### src/rtl/ils_pkg.sv
`timescale 1ns / 1ps
`default_nettype none
package ils_pkg;

   // item field widths
   localparam int OP_W    = 3;
   localparam int POS_W   = 16;
   localparam int VAL_W   = 32;
   localparam int ST_W    = 2;
   localparam int CNT_W   = 5;

   // default store depth
   localparam int DEPTH_DEFAULT = 16;

   // operation codes
   localparam logic [OP_W-1:0] OP_READ     = 3'd0;
   localparam logic [OP_W-1:0] OP_INS_HEAD = 3'd1;
   localparam logic [OP_W-1:0] OP_INS_TAIL = 3'd2;
   localparam logic [OP_W-1:0] OP_INS_POS  = 3'd3;
   localparam logic [OP_W-1:0] OP_DELETE   = 3'd4;

   // result status codes
   localparam logic [ST_W-1:0] ST_DONE  = 2'd0;
   localparam logic [ST_W-1:0] ST_RANGE = 2'd1;
   localparam logic [ST_W-1:0] ST_FULL  = 2'd2;

   // what the decoded item asks the controller to do
   typedef enum logic [1:0] {
      ACT_READ,
      ACT_INSERT,
      ACT_DELETE,
      ACT_REJECT
   } action_type;

   // controller to datapath
   typedef struct packed {
      logic load;        // capture the request fields
      logic decide;      // latch decode results, set up the move pointer
      logic rd_shift;    // read the neighbor of the move pointer
      logic shift_write; // write the neighbor into the pointer slot, step pointer
      logic write_new;   // write the new value at the insert position
      logic count_inc;
      logic count_dec;
      logic finish;      // load the result registers and strobe them
      logic use_rdata;   // result value comes from the memory read
   } cmd_type;

   // datapath to controller
   typedef struct packed {
      action_type action;
      logic       shift_more;
      logic       insert_mode;
   } stat_type;

endpackage
`default_nettype wire

### src/rtl/indexed_list_store.sv
// indexed_list_store: ordered list of up to DEPTH signed 32-bit values,
// addressed by position (0 is the head), held in a single-port-write RAM.
// Request channel: drive req_op, req_index_pos and req_item_value with start
// high; the item is taken at a clock edge where start is high and busy low.
// busy stays high until the item's work is done.
// Result channel: one result per item, on rsp_read_value, rsp_status and
// rsp_count for exactly one cycle with rsp_valid high. There is no
// back-pressure; the receiver must take it in that cycle. A new item may be
// started in the cycle its predecessor's result is shown.
// Work per item, n entries, position p: a rejected item ends in decode, a read
// waits on the RAM read, an insert moves the n-p entries from p on, and a delete
// moves the n-1-p entries above p.
// Each entry moves in three steps (check, RAM read, RAM write) through the
// one RAM read port, so the item rate is set by that move loop.
// Reset (synchronous, active high) empties the list at once; no clearing
// pass is needed since only positions below the count are ever read.
`timescale 1ns / 1ps
`default_nettype none
module indexed_list_store #(
   parameter int DEPTH = ils_pkg::DEPTH_DEFAULT
) (
   input  wire logic                              clock,
   input  wire logic                              reset,
   input  wire logic                              start,
   output logic                                   busy,
   input  wire logic        [ils_pkg::OP_W-1:0]   req_op,
   input  wire logic signed [ils_pkg::POS_W-1:0]  req_index_pos,
   input  wire logic signed [ils_pkg::VAL_W-1:0]  req_item_value,
   output logic                                   rsp_valid,
   output logic signed      [ils_pkg::VAL_W-1:0]  rsp_read_value,
   output logic             [ils_pkg::ST_W-1:0]   rsp_status,
   output logic             [ils_pkg::CNT_W-1:0]  rsp_count
);

   ils_pkg::cmd_type  cmd;
   ils_pkg::stat_type stat;

   ils_ctrl u_ctrl (
      .clock (clock),
      .reset (reset),
      .start (start),
      .busy  (busy),
      .stat  (stat),
      .cmd   (cmd)
   );

   ils_datapath #(
      .DEPTH (DEPTH)
   ) u_datapath (
      .clock          (clock),
      .reset          (reset),
      .req_op         (req_op),
      .req_index_pos  (req_index_pos),
      .req_item_value (req_item_value),
      .cmd            (cmd),
      .stat           (stat),
      .rsp_valid      (rsp_valid),
      .rsp_read_value (rsp_read_value),
      .rsp_status     (rsp_status),
      .rsp_count      (rsp_count)
   );

endmodule
`default_nettype wire

### src/rtl/ils_ram.sv
`timescale 1ns / 1ps
`default_nettype none
module ils_ram #(
   parameter int WIDTH = 32,
   parameter int DEPTH = 16
) (
   input  wire logic                     clock,
   input  wire logic                     wr_en,
   input  wire logic [$clog2(DEPTH)-1:0] wr_addr,
   input  wire logic [WIDTH-1:0]         wr_data,
   input  wire logic [$clog2(DEPTH)-1:0] rd_addr,
   output logic      [WIDTH-1:0]         rd_data
);

   logic [WIDTH-1:0] mem_ff [DEPTH];
   logic [WIDTH-1:0] rd_data_ff;

   // one write port, one registered read port
   always_ff @(posedge clock) begin
      if (wr_en) begin
         mem_ff[wr_addr] <= wr_data;
      end
      rd_data_ff <= mem_ff[rd_addr];
   end

   assign rd_data = rd_data_ff;

endmodule
`default_nettype wire

### src/rtl/ils_datapath.sv
`timescale 1ns / 1ps
`default_nettype none
module ils_datapath #(
   parameter int DEPTH = ils_pkg::DEPTH_DEFAULT
) (
   input  wire logic                              clock,
   input  wire logic                              reset,
   input  wire logic        [ils_pkg::OP_W-1:0]   req_op,
   input  wire logic signed [ils_pkg::POS_W-1:0]  req_index_pos,
   input  wire logic signed [ils_pkg::VAL_W-1:0]  req_item_value,
   input  wire ils_pkg::cmd_type                  cmd,
   output ils_pkg::stat_type                      stat,
   output logic                                   rsp_valid,
   output logic signed      [ils_pkg::VAL_W-1:0]  rsp_read_value,
   output logic             [ils_pkg::ST_W-1:0]   rsp_status,
   output logic             [ils_pkg::CNT_W-1:0]  rsp_count
);

   localparam int AW = $clog2(DEPTH);
   localparam int CW = $clog2(DEPTH + 1);

   // captured request
   logic [ils_pkg::OP_W-1:0]  op_ff;
   logic [ils_pkg::POS_W-1:0] pos_ff;
   logic [ils_pkg::VAL_W-1:0] val_ff;

   // list state and move bookkeeping
   logic [CW-1:0]             count_ff, count_in;
   logic [AW-1:0]             ptr_ff, ptr_in;
   logic [AW-1:0]             tgt_ff;
   logic                      ins_ff;
   logic [ils_pkg::ST_W-1:0]  code_ff;
   logic [ils_pkg::VAL_W-1:0] rv_ff;

   // result registers
   logic                      rsp_valid_ff;
   logic [ils_pkg::VAL_W-1:0] rsp_value_ff;
   logic [ils_pkg::ST_W-1:0]  rsp_status_ff;
   logic [ils_pkg::CNT_W-1:0] rsp_count_ff;

   // decode signals
   logic [ils_pkg::POS_W-1:0] count_ext;
   logic [ils_pkg::POS_W-1:0] ins_pos;
   logic                      pos_neg;
   logic                      pos_in;
   logic                      full;
   ils_pkg::action_type       action;
   logic [ils_pkg::ST_W-1:0]  code_dec;
   logic [ils_pkg::VAL_W-1:0] rv_dec;
   logic [CW:0]               ptr_plus_ext;
   logic [CW+ils_pkg::CNT_W-1:0] count_wide;

   // memory ports
   logic                      ram_we;
   logic [AW-1:0]             ram_waddr;
   logic [ils_pkg::VAL_W-1:0] ram_wdata;
   logic [AW-1:0]             ram_raddr;
   logic [ils_pkg::VAL_W-1:0] ram_rdata;

   // position checks against the current count
   assign count_ext = ils_pkg::POS_W'(count_ff);
   assign pos_neg   = pos_ff[ils_pkg::POS_W-1];
   assign pos_in    = !pos_neg && (pos_ff < count_ext);
   assign full      = (count_ff == CW'(DEPTH));

   // effective insert position; a negative position means the head
   always_comb begin
      case (op_ff)
         ils_pkg::OP_INS_HEAD: ins_pos = '0;
         ils_pkg::OP_INS_TAIL: ins_pos = count_ext;
         default:              ins_pos = pos_neg ? '0 : pos_ff;
      endcase
   end

   // operation decode
   always_comb begin
      action   = ils_pkg::ACT_REJECT;
      code_dec = ils_pkg::ST_RANGE;
      rv_dec   = '0;
      case (op_ff)
         ils_pkg::OP_READ: begin
            if (pos_in) begin
               action   = ils_pkg::ACT_READ;
               code_dec = ils_pkg::ST_DONE;
            end else begin
               rv_dec = '1;
            end
         end
         ils_pkg::OP_INS_HEAD, ils_pkg::OP_INS_TAIL, ils_pkg::OP_INS_POS: begin
            // position check ahead of the full check
            if (ins_pos > count_ext) begin
               code_dec = ils_pkg::ST_RANGE;
            end else if (full) begin
               code_dec = ils_pkg::ST_FULL;
            end else begin
               action   = ils_pkg::ACT_INSERT;
               code_dec = ils_pkg::ST_DONE;
            end
         end
         ils_pkg::OP_DELETE: begin
            if (pos_in) begin
               action   = ils_pkg::ACT_DELETE;
               code_dec = ils_pkg::ST_DONE;
            end
         end
         default: begin
            action   = ils_pkg::ACT_REJECT;
            code_dec = ils_pkg::ST_RANGE;
         end
      endcase
   end

   // move loop end: insert shifts down to the target, delete up to the tail
   assign ptr_plus_ext     = (CW+1)'(ptr_ff) + (CW+1)'(1);
   assign stat.action      = action;
   assign stat.insert_mode = ins_ff;
   assign stat.shift_more  = ins_ff ? (ptr_ff > tgt_ff)
                                    : (ptr_plus_ext < (CW+1)'(count_ff));

   // memory addressing
   assign ram_raddr = cmd.rd_shift ? (ins_ff ? ptr_ff - AW'(1) : ptr_ff + AW'(1))
                                   : pos_ff[AW-1:0];
   assign ram_we    = cmd.shift_write || cmd.write_new;
   assign ram_waddr = cmd.write_new ? tgt_ff : ptr_ff;
   assign ram_wdata = cmd.write_new ? val_ff : ram_rdata;

   ils_ram #(
      .WIDTH (ils_pkg::VAL_W),
      .DEPTH (DEPTH)
   ) u_ram (
      .clock   (clock),
      .wr_en   (ram_we),
      .wr_addr (ram_waddr),
      .wr_data (ram_wdata),
      .rd_addr (ram_raddr),
      .rd_data (ram_rdata)
   );

   // next count and pointer
   always_comb begin
      count_in = count_ff;
      if (cmd.count_inc) begin
         count_in = count_ff + CW'(1);
      end else if (cmd.count_dec) begin
         count_in = count_ff - CW'(1);
      end
   end

   always_comb begin
      ptr_in = ptr_ff;
      if (cmd.decide) begin
         ptr_in = (action == ils_pkg::ACT_INSERT) ? count_ff[AW-1:0] : pos_ff[AW-1:0];
      end else if (cmd.shift_write) begin
         ptr_in = ins_ff ? ptr_ff - AW'(1) : ptr_ff + AW'(1);
      end
   end

   // count field carries the count modulo 32
   assign count_wide = (CW+ils_pkg::CNT_W)'(count_in);

   // control registers
   always_ff @(posedge clock) begin
      if (reset) begin
         count_ff     <= '0;
         rsp_valid_ff <= 1'b0;
      end else begin
         count_ff     <= count_in;
         rsp_valid_ff <= cmd.finish;
      end
   end

   // payload registers
   always_ff @(posedge clock) begin
      if (cmd.load) begin
         op_ff  <= req_op;
         pos_ff <= $unsigned(req_index_pos);
         val_ff <= $unsigned(req_item_value);
      end
      ptr_ff <= ptr_in;
      if (cmd.decide) begin
         tgt_ff  <= ins_pos[AW-1:0];
         ins_ff  <= (action == ils_pkg::ACT_INSERT);
         code_ff <= code_dec;
         rv_ff   <= rv_dec;
      end
      if (cmd.finish) begin
         if (cmd.use_rdata) begin
            rsp_value_ff <= ram_rdata;
         end else if (cmd.decide) begin
            rsp_value_ff <= rv_dec;
         end else begin
            rsp_value_ff <= rv_ff;
         end
         rsp_status_ff <= cmd.decide ? code_dec : code_ff;
         rsp_count_ff  <= count_wide[ils_pkg::CNT_W-1:0];
      end
   end

   assign rsp_valid      = rsp_valid_ff;
   assign rsp_read_value = $signed(rsp_value_ff);
   assign rsp_status     = rsp_status_ff;
   assign rsp_count      = rsp_count_ff;

endmodule
`default_nettype wire

### src/rtl/ils_ctrl.sv
`timescale 1ns / 1ps
`default_nettype none
module ils_ctrl (
   input  wire logic              clock,
   input  wire logic              reset,
   input  wire logic              start,
   output logic                   busy,
   input  wire ils_pkg::stat_type stat,
   output ils_pkg::cmd_type       cmd
);

   typedef enum logic [2:0] {
      S_IDLE,
      S_DECODE,
      S_READ_WAIT,
      S_MOVE_CHK,
      S_MOVE_RD,
      S_MOVE_WR,
      S_PUT_NEW
   } state_type;

   state_type state_ff, state_in;
   logic      busy_ff, busy_in;

   // next state and commands
   always_comb begin
      state_in = state_ff;
      cmd      = '0;
      case (state_ff)
         S_IDLE: begin
            if (start) begin
               cmd.load = 1'b1;
               state_in = S_DECODE;
            end
         end
         S_DECODE: begin
            cmd.decide = 1'b1;
            case (stat.action)
               ils_pkg::ACT_READ:   state_in = S_READ_WAIT;
               ils_pkg::ACT_INSERT: state_in = S_MOVE_CHK;
               ils_pkg::ACT_DELETE: state_in = S_MOVE_CHK;
               default: begin
                  cmd.finish = 1'b1;
                  state_in   = S_IDLE;
               end
            endcase
         end
         S_READ_WAIT: begin
            cmd.finish    = 1'b1;
            cmd.use_rdata = 1'b1;
            state_in      = S_IDLE;
         end
         S_MOVE_CHK: begin
            if (stat.shift_more) begin
               state_in = S_MOVE_RD;
            end else if (stat.insert_mode) begin
               state_in = S_PUT_NEW;
            end else begin
               cmd.count_dec = 1'b1;
               cmd.finish    = 1'b1;
               state_in      = S_IDLE;
            end
         end
         S_MOVE_RD: begin
            cmd.rd_shift = 1'b1;
            state_in     = S_MOVE_WR;
         end
         S_MOVE_WR: begin
            cmd.shift_write = 1'b1;
            state_in        = S_MOVE_CHK;
         end
         S_PUT_NEW: begin
            cmd.write_new = 1'b1;
            cmd.count_inc = 1'b1;
            cmd.finish    = 1'b1;
            state_in      = S_IDLE;
         end
         default: begin
            state_in = S_IDLE;
         end
      endcase
   end

   assign busy_in = (state_in != S_IDLE);

   // state and registered busy
   always_ff @(posedge clock) begin
      if (reset) begin
         state_ff <= S_IDLE;
         busy_ff  <= 1'b0;
      end else begin
         state_ff <= state_in;
         busy_ff  <= busy_in;
      end
   end

   assign busy = busy_ff;

endmodule
`default_nettype wire

### config.mk
export PLATFORM = sky130hd
export DESIGN_NAME = indexed_list_store
export DESIGN_NICKNAME = d
export VERILOG_FILES = /design/src/rtl/ils_pkg.sv /design/src/rtl/indexed_list_store.sv /design/src/rtl/ils_ram.sv /design/src/rtl/ils_datapath.sv /design/src/rtl/ils_ctrl.sv
export SDC_FILE = /design/constraint.sdc
export NUM_CORES = 1
export LEC_CHECK = 0
export BUFFER_PORTS_ARGS = -buffer_cell sky130_fd_sc_hd__buf_2
export CELL_PAD_IN_SITES_DETAIL_PLACEMENT = 2
export CELL_PAD_IN_SITES_GLOBAL_PLACEMENT = 2
export CORE_MARGIN = 10
export CORE_UTILIZATION = 35
export DETAILED_ROUTE_END_ITERATION = 8
export PLACE_DENSITY_LB_ADDON = 0.25
export SLEW_MARGIN = 20
export SYNTH_ARGS = -nofsm -noshare
export SYNTH_HDL_FRONTEND = slang
export SYNTH_SLANG_ARGS = --single-unit
export TNS_END_PERCENT = 5
### constraint.sdc
create_clock -name clock -period 7.9 [get_ports clock]
set_input_delay 0.79 -clock clock [delete_from_list [all_inputs] [get_ports clock]]
set_output_delay 0.79 -clock clock [all_outputs]
set_load 0.1 [all_outputs]
======== After elaboration in Yosys (flattened, before gate mapping) ========
Memories as Yosys holds them, arrays and structs flattened. A register that Yosys moved wholly into a read port is not among the register bits.
Index checks and enable logic that the tools add are counted.
cells by class
  add/sub/neg operators ................... 5
  magnitude comparators ................... 4
  eq/ne operators ......................... 13
  mux-type cells .......................... 45
  reductions and logical operators ........ 13
operators with widths
  cell                                                  count
  two-way mux 32 bit                                    5
  case mux 16 bit (2 select lines)                      1
  two-way mux 4 bit                                     6
  two-way mux 2 bit                                     9
  greater-than comparator 16 x 5 -> 1 bit               1
  < comparator 16 x 5 -> 1 bit                          1
  two-way mux 15 bit                                    1
  case mux 3 bit (5 select lines)                       1
  two-way mux 1 bit                                     13
  equality test 3 x 2 -> 1 bit (second input constant)  4
  equality test 3 bit (second input constant)           4
  two-way mux 5 bit                                     2
  two-way mux 3 bit                                     3
  case mux 2 bit (2 select lines)                       2
  equality test 3 x 1 -> 1 bit (second input constant)  2
  zero test 3 bit                                       2
  < comparator 6 x 5 -> 1 bit                           1
  case mux 2 bit (3 select lines)                       1
  OR reduction 2 bit                                    3
  OR reduction 3 bit                                    2
  adder 4 x 1 -> 5 bit (second input constant)          1
  adder 5 x 1 -> 5 bit (second input constant)          1
  equality test 5 bit (second input constant)           1
  subtractor 5 x 1 -> 5 bit (second input constant)     1
  other kinds (12)                                      12
word-level totals
  register bits ........................... 143
  memory bits (writable) .................. 512
  input bits .............................. 54
  output and inout port bits .............. 41
  word-level logic and storage cells ...... 96
  memories ................................ 1
memory list
  name                     depth  width  rd ports  clocked after Yosys merged registers in  write ports  line           RTL
  u_datapath.u_ram.mem_ff  16     32     1         1                                        1            ils_ram.sv:15  logic [WIDTH-1:0] mem_ff [DEPTH];

======== Longest topological paths before layout ========
Gate-level depths: netlist (run 1).
  word-level depth ........................ 10
  depth in mapped cells ................... 16
  mapped depth without buffers ............ 16

======== Modules after synthesis ========
A second synthesis (run 1) with hierarchy kept.
unflattened totals
  cells, all modules ...................... 1394
  area total of the unflattened synthesis .. 26385.3 µm²
modules (own cells, without submodules)
  module        times used  cells an instance  area each (µm²)  seq. area each (µm²)
  ils_ram       1           838                19835.3          16015.4
  ils_datapath  1           525                6262.3           3773.6
  ils_ctrl      1           31                 287.8            80.1

======== Worst setup path before layout (run 1) ========
OpenSTA, ideal clock, no wires.
  path kind ............................... input to register
  start point ............................. input start
  end point ............................... register u_datapath.op_ff[0] in the netlist's numbering (enable)
  library setup time ...................... 0.604 ns
  arrival time ............................ 5.989 ns
  required time ........................... 7.296 ns
  setup slack ............................. 1.307 ns
  stages .................................. 1
  buffers on the path ..................... 0
  path through ............................ nor4b_1
on the way
  longest elaborated chain between the ends .. 2
ends and longest elaborated chain
  item                    line                      RTL
  start: declaration      indexed_list_store.sv:24  input wire logic start,
  two-way mux 1 bit       ils_ctrl.sv:31            if (start) begin
  two-way mux 1 bit       ils_ctrl.sv:29            case (state_ff)
  end signal: assignment  ils_datapath.sv:175       op_ff <= req_op;
  end: declaration        ils_datapath.sv:23        logic [ils_pkg::OP_W-1:0] op_ff;
Every way passes these cells.
A chain may end at the register's enable or synchronous reset.

==> run summary, run 1 <==
VDD IR max -> 0.133 mV
Die Height -> 298 um
PostCTS Resize Cnt -> 0
Post-Synth XOR/XNOR Area -> 0.258%
Power density over cell area -> 270 nW/um^2
Synthesized cell area -> 27,100 um^2
Die W -> 298 um
Crit path time final -> 4270 ps
Via/cell ratio -> 5.24
I/O pins -> 95
Worst hold path class -> input port to register
Clock Tree Buf Depth -> 3
Critical path arrival -> 4540 ps
EDFF count, synth -> 611
Crit path max fanout -> 21
FF/Latch Area -> 19,900 um^2
Iter 0 DRT Violations -> 962
Share of the cycle needed by the critical path after routing -> 54.1%
Setup violators final -> 0
Total of max-cap violations -> 0
Rel. slew slack -> 24.9%
Synth Area in Simple Gates -> 7.04%
Commonest cells in the netlist -> edfxtp_1, nand2_1, mux2i_1
Reg clk slew, reported paths -> 60 ps
Worst-Skew Late Latency -> 620 ps
Final hold violation count -> 0
Share of cells above drive strength 1 -> 16.9%
Total grt overflow -> 0
Clock sinks -> 687
Slew @ Worst Pin -> 1130 ps
DRC Markers -> 0
Global Route Usage Sum -> 17.0%
Final antenna-violating net count -> 0
Post-DP HPWL -> 41,100 um
I/O Buffers -> 94
Clk_skew -> 19.9 ps
Post-CTS Setup Repair Bufs -> 0
First-pass GRT wire length -> 114,000 um
Clock root buffer -> clkbuf_16
CP delay by family, top -> compound AO/OA/AOI/OAI gates
Multi-input gate area -> 6850 um^2
Top_reg_cell synth -> edfxtp_1
Area Growth Syn to Fin -> 15.6%
Max Slew Vio Count -> 0
Cell taking the most area after synthesis -> edfxtp_1
Pre-antenna DRT Iters -> 6
Yosys reg bits -> 687
Vias in the first global route -> 17,218
Post-synthesis compound-gate area fraction -> 5.82%
Largest family of logic cells by synthesized area -> multiplexers
Final setup TNS -> 0 ps
Bufs and invs on worst path -> 1
Sequential-to-total area share from yosys stat -> 73.3%
Distinct cell type count after synthesis -> 51
Final-layout fill cell count -> 7,454
Fin Hold WS -> 343 ps
Hold buffer count at cts -> 0
Top post-synthesis cells by area -> edfxtp_1, dfxtp_1, mux2i_1
Top-area cell type share of the netlist area -> 67.7%
Status -> complete, no violations
Worst Setup End Kind -> register
Worst-path cell chain -> nor2_1 > nor2_1 > nor2_1 > a22o_1 > ha_1 > and3_1 > and3_1 > o21ai_0 > nand2b_1 > a21o_1 > ha_1 > a22oi_1 > o21ai_4 > buf_4
Most common cell in the synthesized netlist -> edfxtp_1
Syn Nets -> 1,847
Critical Path Most Common Cell -> nor2_1
Fmax achieved -> 234 MHz
Slowest cell on crit path -> o21ai_4
Mux share of post-synthesis cell area -> 10.2%
Die area -> 89,000 um^2
Placer congestion estimate -> 0.742
Cts bufs inserted -> 77
Routed WL per cell -> 25.9 um
Startpoint Class -> register
H-tree depth -> 3
Static Leakage -> 11.0 nW
CTS tree -> done
Num rows -> 101
Unrepaired setup endpoints after global routing -> no
Synthesized area per cell -> 15.3 um^2
Initial antenna violation count -> 0
Critical Path RT -> 8170 ps
Adder-cell share of the synthesized area -> 1.18%
CP Class -> register to register
Final #Nets -> 1,954
Largest net degree at the start of global routing -> 221
Antenna cell count -> 0
Routed vias -> 15,539
Synth async-reset ratio -> 0%
DRT Wirelength -> 76,800 um
Largest stage delay on the critical path -> 630 ps
Mapped Cells -> 1,768
Initial Util -> 35.5%
Core area -> 76,300 um^2
Warnings, synthesis -> 0
where the power goes:
group / switching, mW / internal [mW]
registers: 0.0581 / 4.15
clock network: 1.46 / 2.10
logic: 0.530 / 0.176
total: 2.05 / 6.43
sequential cells by signal, summed over array words and instances (netlist names), 3 cells and up:
| register | cells |
|---|---|
| u_datapath.pos_ff | 16 |
| u_datapath.count_ff | 5 |
| u_datapath.rsp_count | 5 |
| u_datapath.rv_ff | 32 |
| u_ctrl.state_ff | 3 |
| u_datapath.val_ff | 32 |
| u_datapath.u_ram.mem_ff | 512 |
| u_datapath.tgt_ff | 4 |
| u_datapath.op_ff | 3 |
| u_datapath.rsp_read_value | 32 |
| u_datapath.u_ram.rd_data | 32 |
| u_datapath.ptr_ff | 4 |
cell type report:
cell class                 instances  area share, %
sequential                       687           63.4
multi-input combinational        966           21.9
clock buffer                      95           6.62
tap                             1030           4.11
timing repair buffer             126           2.35
clock inverter                    47           1.41
inverter                          17          0.204
worst reg2reg max path: stages, from the launching register on:
cell and delay [ps]:
edfxtp_1 500, nor2_1 290, nor2_1 110, nor2_1 240
a22o_1 230, ha_1 250, and3_1 170, and3_1 180
o21ai_0 220, nand2b_1 160, a21o_1 120, ha_1 170
a22oi_1 120, o21ai_4 630, buf_4 470
final timing paths:
path                                           start                       endpoint  slack [ps]  depth (start not counted)
worst max-delay path             u_datapath.op_ff[1]  u_datapath.rsp_read_value[17]        3630                         14
worst min register to register  u_datapath.rv_ff[25]           u_datapath.rv_ff[25]         450                          2
worst max register to register   u_datapath.op_ff[1]  u_datapath.rsp_read_value[17]        3630                         14
worst min-delay path              req_item_value[22]          u_datapath.val_ff[22]         340                          1
cells by family after synthesis:
family                   Yosys count
XOR/XNOR                           8
buffers and inverters            115
flip-flops                       687
AO/OA/AOI/OAI                    221
adder cells (fa/ha/maj)           25
AND/OR/NAND/NOR                  452
multiplexers                     260
per-layer routing:
layer	up-vias	track usage, %	share of wire, %
met5	-	0	0
met2	298	29.3	50
met4	0	5.04	2.5
met3	126	2.78	3.6
met1	8207	21.8	44
li1	6908	-	-
stage by stage:
stage               instance area [um^2]  std cells  total power [mW]  setup slack (ps)  util [%]
floorplan                          27100       1768              4.77              1310         -
global placement                   28800       2826              4.95              3960      37.7
detailed placement                 28800       2826              4.99              3650      37.7
CTS                                31300       2968              8.58              3620      41.0
global route                       31300       2968              8.79              3280      41.0
finish                             31300       2968              8.47              3630      41.0
layout by cell type, fill, tap and decap left out, drive strengths merged, types with 3 or more instances in the layout:
master | synthesis | final
a211oi | 3 | 3
a21o | 5 | 5
a21oi | 14 | 14
a22o | 7 | 7
a22oi | 4 | 4
a31oi | 38 | 38
and3 | 5 | 5
buf | 57 | 126
bufinv | 0 | 7
clkbuf | 41 | 95
clkinv | 0 | 32
clkinvlp | 0 | 5
dfxtp | 76 | 76
edfxtp | 611 | 611
ha | 24 | 24
inv | 17 | 20
mux2 | 128 | 128
mux2i | 132 | 132
nand2 | 299 | 299
nand2b | 10 | 10
nand3 | 6 | 6
nand4 | 34 | 34
nor2 | 66 | 66
nor2b | 13 | 13
nor3 | 7 | 7
nor4 | 3 | 3
o211ai | 130 | 130
o21ai | 9 | 9
xnor2 | 6 | 6
No activity file was read; power rests on OpenSTA's default activity.
==> run 2: changes to the inputs <==
clock period = 4.13 ns   (was 7.9 ns; I/O delays follow)
==> run 2 against run 1 <==
  * Combinational power rose by 100%
  * Die area unchanged
  * Design area up 4.0%
  * Fmax rose by 13%
  * Routed wire length rose by 1.1%
  * Critical endpoint is now u_datapath.rsp_read_value[8]
==> run summary, run 2 (synthesis results as in run 1) <==
Worst-path cell chain -> nor2_2 > nor2_1 > nor2_2 > a22o_1 > ha_1 > a21o_1 > a221oi_1 > o21ai_0 > nand2b_1 > a21o_1 > ha_1 > a22oi_2 > o21ai_4 > buf_12
Area Growth Syn to Fin -> 20.2%
Total Power -> 16.7 mW (+98%)
Largest stage delay on the critical path -> 510 ps (-120 ps)
VDD IR max -> 0.278 mV (+110%)
Worst R2R Setup Slack -> 330 ps (-3290 ps)
I/O pins -> 95 (unchanged)
Clock root buffer -> clkbuf_16
Share of cells above drive strength 1 -> 17.4% (+0.50 points)
DRC Markers -> 0 (unchanged)
Largest register FFs -> 512 (unchanged)
Reg2Reg Capture Point -> u_datapath.rsp_read_value[8]
H-tree depth -> 3 (unchanged)
Hold Path Origin -> reset
Clock sinks -> 687 (unchanged)
Share of the cycle needed by the critical path after routing -> 91.9% (+38 points)
Dpl ws -> 32.8 ps (-3620 ps)
Reg clk slew, reported paths -> 60 ps (about the same)
Rel. slew slack -> 27.7% (+2.8 points)
Die Height -> 298 um (unchanged)
Slowest cell on crit path -> edfxtp_1
Post-DP HPWL -> 43,500 um (+6.0%)
Bufs and invs on worst path -> 1 (unchanged)
R2R cell count -> 14 (unchanged)
Final antenna-violating net count -> 0 (unchanged)
Core area -> 76,300 um^2 (unchanged)
Most frequent cells in the layout -> edfxtp_1, nand2_1, mux2i_1, o211ai_1, buf_2
Via/cell ratio -> 5.16 (-1.4%)
Finished Layout Cells -> 3,051 (+2.8%)
I/O Buffers -> 94 (unchanged)
Final hold violation count -> 0 (unchanged)
Static Leakage -> 11.5 nW (+4.7%)
Total of max-cap violations -> 0 (unchanged)
Worst Hold Depth -> 2 (+1)
Global Route Usage Sum -> 17.3% (+0.29 points)
Power density over cell area -> 514 nW/um^2 (+90%)
Setup ws final -> 334 ps (-3290 ps)
Worst hold path class -> input port to register
CTS tree -> done
DRT Wirelength -> 77,700 um (+1.1%)
Crit path time final -> 3800 ps (-476 ps)
Post-route cell area -> 32,600 um^2 (+4.0%)
Max Slew Vio Count -> 0 (unchanged)
Die W -> 298 um (unchanged)
Vias in the first global route -> 17,596 (+2.2%)
Worst-Skew Late Latency -> 620 ps (about the same)
Largest net degree at the start of global routing -> 60 (-73%)
Critical path arrival -> 4160 ps (-380 ps)
Total grt overflow -> 0 (unchanged)
Clock Tree Buf Depth -> 3 (unchanged)
Pre-antenna DRT Iters -> 5 (-1)
Slew @ Worst Pin -> 1080 ps (-47.0 ps)
Status -> complete, no violations
Initial antenna violation count -> 0 (unchanged)
Commonest non-fill, non-tap cell in the layout -> edfxtp_1
Post-DP Area -> 29,400 um^2 (+2.0%)
Die area -> 89,000 um^2 (unchanged)
Worst-case hold path end point -> u_datapath.count_ff[0]
Routed vias -> 15,755 (+1.4%)
Cts bufs inserted -> 77 (unchanged)
FF-to-FF Start -> u_datapath.op_ff[1]
Critical Path RT -> 4490 ps (-3680 ps)
Fmax achieved -> 263 MHz (+13%)
Placed cells -> 2,855 (+1.0%)
Largest Register -> u_datapath.u_ram.mem_ff
Setup violators final -> 0 (unchanged)
CP delay by family, top -> compound AO/OA/AOI/OAI gates
Final #Nets -> 2,035 (+4.1%)
Iter 0 DRT Violations -> 849 (-12%)
Startpoint Class -> register
Initial Util -> 35.5% (unchanged)
Layout Utilization -> 42.7% (+1.6 points)
Routed WL per cell -> 25.5 um (-1.6%)
First-pass GRT wire length -> 117,000 um (+2.3%)
Unrepaired setup endpoints after global routing -> no
Placer congestion estimate -> 0.764 (+3.0%)
CP Class -> register to register
Num rows -> 101 (unchanged)
Worst Setup End Kind -> register
Crit path max fanout -> 21 (unchanged)
Clk_skew -> 19.4 ps (-0.455 ps)
==> run 2: cell count changes in the layout (fill, tap and decap cells not counted), moves of 2 or more <==
| cell | change |
|---|---|
| inv_6 | -3 |
| nor2_1 | -2 |
| bufinv_16 | +4 |
| clkbuf_16 | +5 |
| clkinv_2 | -8 |
| buf_12 | +28 |
| clkbuf_1 | +8 |
| nor2_2 | +2 |
| clkinvlp_4 | -4 |
| clkbuf_8 | -2 |
| dlygate4sd3_1 | +51 |
==> run 2: power breakdown <==
part,switching [mW],internal [mW],leakage [nW]
combinational,1.04,0.404,4.02
clock,2.82,4.42,1.31
sequential,0.111,7.94,6.19
total,3.98,12.8,11.5
==> run 2: what timing repair did <==
| action | 4_1_cts | 5_1_grt |
|---|---|---|
| endpoints found under the hold margin | 51 | 0 |
| setup buffers | 0 | 0 |
| hold buffers | 51 | 0 |
| gates cloned | 1 | 0 |
| endpoints found under the setup margin | 21 | 41 |
| pin swaps | 1 | 1 |
| resized for setup | 0 | 4 |
==> run 2: worst register-to-register path: stages (launching register included) <==
cell and delay [ps]:
edfxtp_1 510, nor2_2 240, nor2_1 100, nor2_2 170, a22o_1 220, ha_1 260, a21o_1 170, a221oi_1 280
o21ai_0 170, nand2b_1 180, a21o_1 200, ha_1 230, a22oi_2 300, o21ai_4 210, buf_12 270
==> run 2: final cells by class <==
type | instances | area, um^2
clock inverter | 37 | 473
timing repair buffer | 206 | 1810
inverter | 17 | 63.8
antenna | 1 | 2.50
tap | 1030 | 1290
multi-input combinational | 967 | 6870
sequential | 687 | 19900
fill | 7369 | 43700
clock buffer | 106 | 2200
==> run 2: how the worst max path moves through the flow <==
| stage | startpoint | to | slack, ps | cells after the start |
|---|---|---|---|---|
| 3_3_place_gp | u_datapath.op_ff[1] | u_datapath.rsp_read_value[19] | 280 | 14 |
| 5_1_grt | u_datapath.op_ff[1] | u_datapath.rsp_read_value[18] | 60 | 14 |
| 6_report | u_datapath.op_ff[1] | u_datapath.rsp_read_value[8] | 330 | 14 |
| 2_1_floorplan | u_datapath.op_ff[1] | u_datapath.rsp_count[0] | -1400 | 13 |
| 3_5_place_dp | u_datapath.op_ff[1] | u_datapath.rsp_read_value[10] | 30 | 14 |
| 4_1_cts | u_datapath.op_ff[1] | u_datapath.rsp_read_value[8] | 0.9 | 14 |
==> run 2: stage by stage <==
| stage | setup TNS (ps) | hold slack (ps) |
|---|---|---|
| after CTS | 0 | 81.7 |
| final | 0 | 106 |
| after global routing | 0 | 100 |
| after floorplan | -55880 | 418 |
| after global placement | 0 | 427 |
| after detailed placement | 0 | 438 |
==> run 2: layer usage <==
metal	vias to the layer above	part of all wire [%]	track usage, %
met1	8247	44	22.2
li1	7111	-	-
met4	0	2.5	5.16
met2	273	50	29.7
met3	124	3.3	2.70
met5	-	0	0
